<file path="config.mk">
export PLATFORM = sky130hd
export DESIGN_NAME = lc2k_rf
export DESIGN_NICKNAME = d
export VERILOG_FILES = /design/src/rtl/lc2k_pkg.sv /design/src/rtl/lc2k_rf.sv
export SDC_FILE = /design/constraint.sdc
export NUM_CORES = 1
export LEC_CHECK = 0
export CAP_MARGIN = 40
export CORE_MARGIN = 4
export CORE_UTILIZATION = 30
export DETAILED_ROUTE_END_ITERATION = 12
export DONT_BUFFER_PORTS = 1
export GPL_TIMING_DRIVEN = 1
export SLEW_MARGIN = 30
export SYNTH_ARGS = -nofsm -noshare
export SYNTH_HDL_FRONTEND = slang
export SYNTH_SLANG_ARGS = --single-unit
</file>
<file path="constraint.sdc">
create_clock -name aclk -period 8.2 [get_ports aclk]
set_input_delay 1.64 -clock aclk [delete_from_list [all_inputs] [get_ports aclk]]
set_output_delay 1.64 -clock aclk [all_outputs]
set_load 0.05 [all_outputs]
</file>
<file path="src/rtl/lc2k_pkg.sv">
// ----------------------------------------------------------------------------
// LC-2K step unit package
// Shared types, opcodes and field positions of the instruction step unit.
// ----------------------------------------------------------------------------
package lc2k_pkg;

    localparam int unsigned WORD_W    = 32;
    localparam int unsigned ADDR_W    = 16;
    localparam int unsigned REG_COUNT = 8;
    localparam int unsigned REG_AW    = 3;

    localparam int unsigned OPC_LSB  = 22;
    localparam int unsigned REGA_LSB = 19;
    localparam int unsigned REGB_LSB = 16;
    localparam int unsigned DEST_LSB = 0;

    typedef enum logic [2:0] {
        OPC_ADD  = 3'd0,
        OPC_NOR  = 3'd1,
        OPC_LW   = 3'd2,
        OPC_SW   = 3'd3,
        OPC_BEQ  = 3'd4,
        OPC_JALR = 3'd5,
        OPC_HALT = 3'd6,
        OPC_NOOP = 3'd7
    } opcode_t;

    typedef enum logic {
        ITEM_LOAD = 1'b0,
        ITEM_STEP = 1'b1
    } item_kind_t;

    typedef enum logic [1:0] {
        ST_IDLE,
        ST_DECODE,
        ST_EXEC,
        ST_MEMRD
    } state_t;

    typedef struct packed {
        logic              re;
        logic              we;
        logic [ADDR_W-1:0] addr;
        logic [WORD_W-1:0] wdata;
    } mem_req_t;

    typedef struct packed {
        logic              rd_en;
        logic [REG_AW-1:0] ra;
        logic [REG_AW-1:0] rb;
    } rf_rd_t;

    typedef struct packed {
        logic              en;
        logic [REG_AW-1:0] addr;
        logic [WORD_W-1:0] data;
    } rf_wr_t;

endpackage

</file>
<file path="src/rtl/lc2k_rf.sv">
// ----------------------------------------------------------------------------
// LC-2K register file
// Eight words, two registered read ports and one write port. Entries not yet
// written since reset read as zero.
// ----------------------------------------------------------------------------
module lc2k_rf (
    input  logic                        aclk,
    input  logic                        aresetn,
    input  lc2k_pkg::rf_rd_t            rd,
    input  lc2k_pkg::rf_wr_t            wr,
    output logic [lc2k_pkg::WORD_W-1:0] a_data,
    output logic [lc2k_pkg::WORD_W-1:0] b_data
);
    import lc2k_pkg::*;

    logic [WORD_W-1:0]    regs [REG_COUNT];
    logic [REG_COUNT-1:0] valid_reg;
    logic [WORD_W-1:0]    a_reg;
    logic [WORD_W-1:0]    b_reg;

    assign a_data = a_reg;
    assign b_data = b_reg;

    always_ff @(posedge aclk) begin
        if (!aresetn) begin
            valid_reg <= '0;
        end else if (wr.en) begin
            valid_reg[wr.addr] <= 1'b1;
        end
    end

    always_ff @(posedge aclk) begin
        if (wr.en) begin
            regs[wr.addr] <= wr.data;
        end
        if (rd.rd_en) begin
            a_reg <= valid_reg[rd.ra] ? regs[rd.ra] : '0;
            b_reg <= valid_reg[rd.rb] ? regs[rd.rb] : '0;
        end
    end

endmodule

</file>
==> impl_metrics.py <==
metrics = {
    "drt": {
        "drtAntennaViolNets": 0,
        "via_per_inst": 4.99,
        "drt-wirelength-per-cell_um": 25.0,
        "drt-initial-drc-count": 454,
        "num_vias": 6412,
        "dr.pass1.iters": 4,
        "wirelength_um": 32100,
        "drc_errors": 0,
    },
    "finish": {
        "fin_util_pct": 34.5,
        "fill_cells": 4160,
        "drive_above_1_share_pct": 29.4,
        "largest_register": "regs",
        "layout_commonest_cell": "edfxtp_1",
        "fin_nets": 703,
        "areaGrowthSynthToFinish_pct": 12.7,
        "final_cell_mix": "320 x edfxtp_1, 132 x mux4_2, 64 x mux2i_1, 64 x nor2_1, 37 x clkbuf_16",
        "stdcell_area_um2": 15800,
        "diodes": 0,
        "largest_reg_flops": 256,
        "stdcell_count": 1284,
    },
    "sta": {
        "max_freq_mhz": 331,
        "hold_viol_final": 0,
        "relSlewSlack_pct": 48.8,
        "fin_crit_sh_pct": 36.9,
        "grt_setup_unrepaired": "no",
        "layout_min_cycle_time_ps": 3020,
        "worst_slew_pin_slew_ps": 752,
        "setup_viol": 0,
        "fin_worst_skew_ps": 9.08,
        "fin_tns_setup_ps": 0,
        "drv_slew": 0,
    },
    "cts": {
        "root_buffer": "clkbuf_16",
        "clk_pin_slew_worst_paths_ps": 60,
        "cts_setup_buffers": 0,
        "cts_buffer_depth": 3,
        "post_cts_resized": 0,
        "cts.sinks": 328,
        "cts-hold-fix-buffers": 0,
        "htreeDepth": 2,
        "clk_latency_ps": 510,
        "cts-buffers-inserted": 35,
        "cts_tree": "done",
    },
    "floorplan": {
        "num_rows": 78,
        "die_y_um": 224,
        "floorplan.initialDensity_pct": 30.6,
        "coreArea_um2": 45800,
        "pin_count": 109,
        "dieArea_um2": 50300,
        "dieWidth_um": 224,
    },
    "placed_design": {
        "place_congestion": 0.681,
        "placed_area_um2": 14700,
        "hpwl_um": 17600,
        "numPortBuffers": 0,
        "dpl.cell_count": 1221,
    },
    "setup_path": {
        "cp-end-kind": "register",
        "arrival_ps": 3290,
        "crit_path_start_kind": "input port",
        "critical_path_class": "input port to register",
        "cp.required_ps": 8460,
        "cp_max_fo": 66,
    },
    "synthesis": {
        "ys_ff_latch": 328,
        "syn_inst": 654,
        "yosysSeqAreaShare_pct": 69.6,
        "syn_area_per_cell_um2": 21.4,
        "netlist_area_um2": 14000,
        "synth_cell_type_count": 15,
        "syn_nets": 699,
        "yosysWarnings": 0,
    },
    "global_routing": {
        "track_usage_pct": 12.5,
        "grt_pass1_wl_um": 46200,
        "antenna_found_initial": 0,
        "grt_max_degree": 67,
        "grt_pass1_vias": 6889,
        "grt_remaining_overflow": 0,
    },
    "power_and_ir_drop": {
        "p_sw_uw": 766,
        "finalPower_uw": 3720,
        "p_per_area_nw_per_um2": 235,
        "ir_worst_vdd_mv": 0.109,
        "seq_power_share_pct": 53.5,
        "switching_share_pct": 20.6,
        "power.leakage_uw": 0.00503,
        "power_frac_comb_pct": 4.5,
        "p_clk_share_pct": 42.0,
        "p_int_uw": 2960,
    },
    "hold_path": {
        "hp-class": "register to register",
    },
    "flow_run": {
        "maxCapViolCount": 0,
    },
    "status": {
        "status": "completed",
    },
}
power groups by stage:
stage | logic, µW | registers [µW] | clock network (µW)
after floorplan | 174 | 2010 | 0
after global placement | 169 | 2030 | 0
after detailed placement | 170 | 2030 | 0
after CTS | 170 | 1990 | 1600
after global routing | 178 | 2000 | 1670
final | 166 | 1990 | 1560
synth_stat cells:
library cell,n,share of area (%)
edfxtp_1,320,69
mux4_2,132,21
nor2_1,70,1.9
mux2i_1,64,4.6
buf_2,14,0.50
buf_1,10,0.27
dfxtp_1,8,1.1
o21a_1,8,0.43
buf_4,7,0.37
buf_6,7,0.56
clkbuf_1,5,0.13
nand2b_1,3,0.13
mux2i_2,2,0.20
nand2_1,2,0.054
nor3_1,2,0.071
path summary, 6_finish.rpt:
check | cells past startpoint | slack (ps) | end | from
worst max-delay path | 4 | 5180 | a_data[22]$_SDFFCE_PN0P_ | rd[3]
worst min-delay path | 1 | 490 | valid_reg[7]$_SDFFE_PN0P_ | valid_reg[7]$_SDFFE_PN0P_
worst max register to register | 4 | 6050 | a_data[22]$_SDFFCE_PN0P_ | valid_reg[4]$_SDFFE_PN0P_
worst min register to register | 1 | 490 | valid_reg[7]$_SDFFE_PN0P_ | valid_reg[7]$_SDFFE_PN0P_
layer usage:
layer / routed length [µm] / up-vias / track usage (%) / share of wire, %
met5: 0 / - / 0 / 0
met1: 12600 / 3422 / 15.4 / 39
met4: 591 / 0 / 3.36 / 1.8
met3: 2970 / 45 / 4.22 / 9.3
met2: 15900 / 180 / 21.3 / 50
li1: - / 2765 / - / -
cell type report:
type	count	area, µm²	share of cell area, %
repair buffers	10	75.1	0.475
clock buffers	40	937	5.93
clock inverters	23	208	1.31
flip-flops and latches	328	9770	61.8
well taps	600	751	4.75
multi-input cells	283	4070	25.8
per-stage QoR:
step / worst slack [ps] / hold slack [ps]
after floorplan: 3660 / 452
after global placement: 4680 / 472
after detailed placement: 4630 / 484
after CTS: 5190 / 492
after global routing: 5120 / 508
final: 5180 / 491
logic make-up after synthesis:
kind of cell           count (synthesis)  synth area share [%]
AND/OR/NAND/NOR                       77                  2.13
flip-flops                           328                  69.6
buffers and inverters                 43                  1.84
AO/OA/AOI/OAI                          8                 0.428
multiplexers                         198                  26.0
worst max-delay path, stage by stage:
cell and delay, ps:
mux4_2 520, mux2i_4 620, buf_4 380, nor2_1 80
No activity file was read; power rests on OpenSTA's default activity.
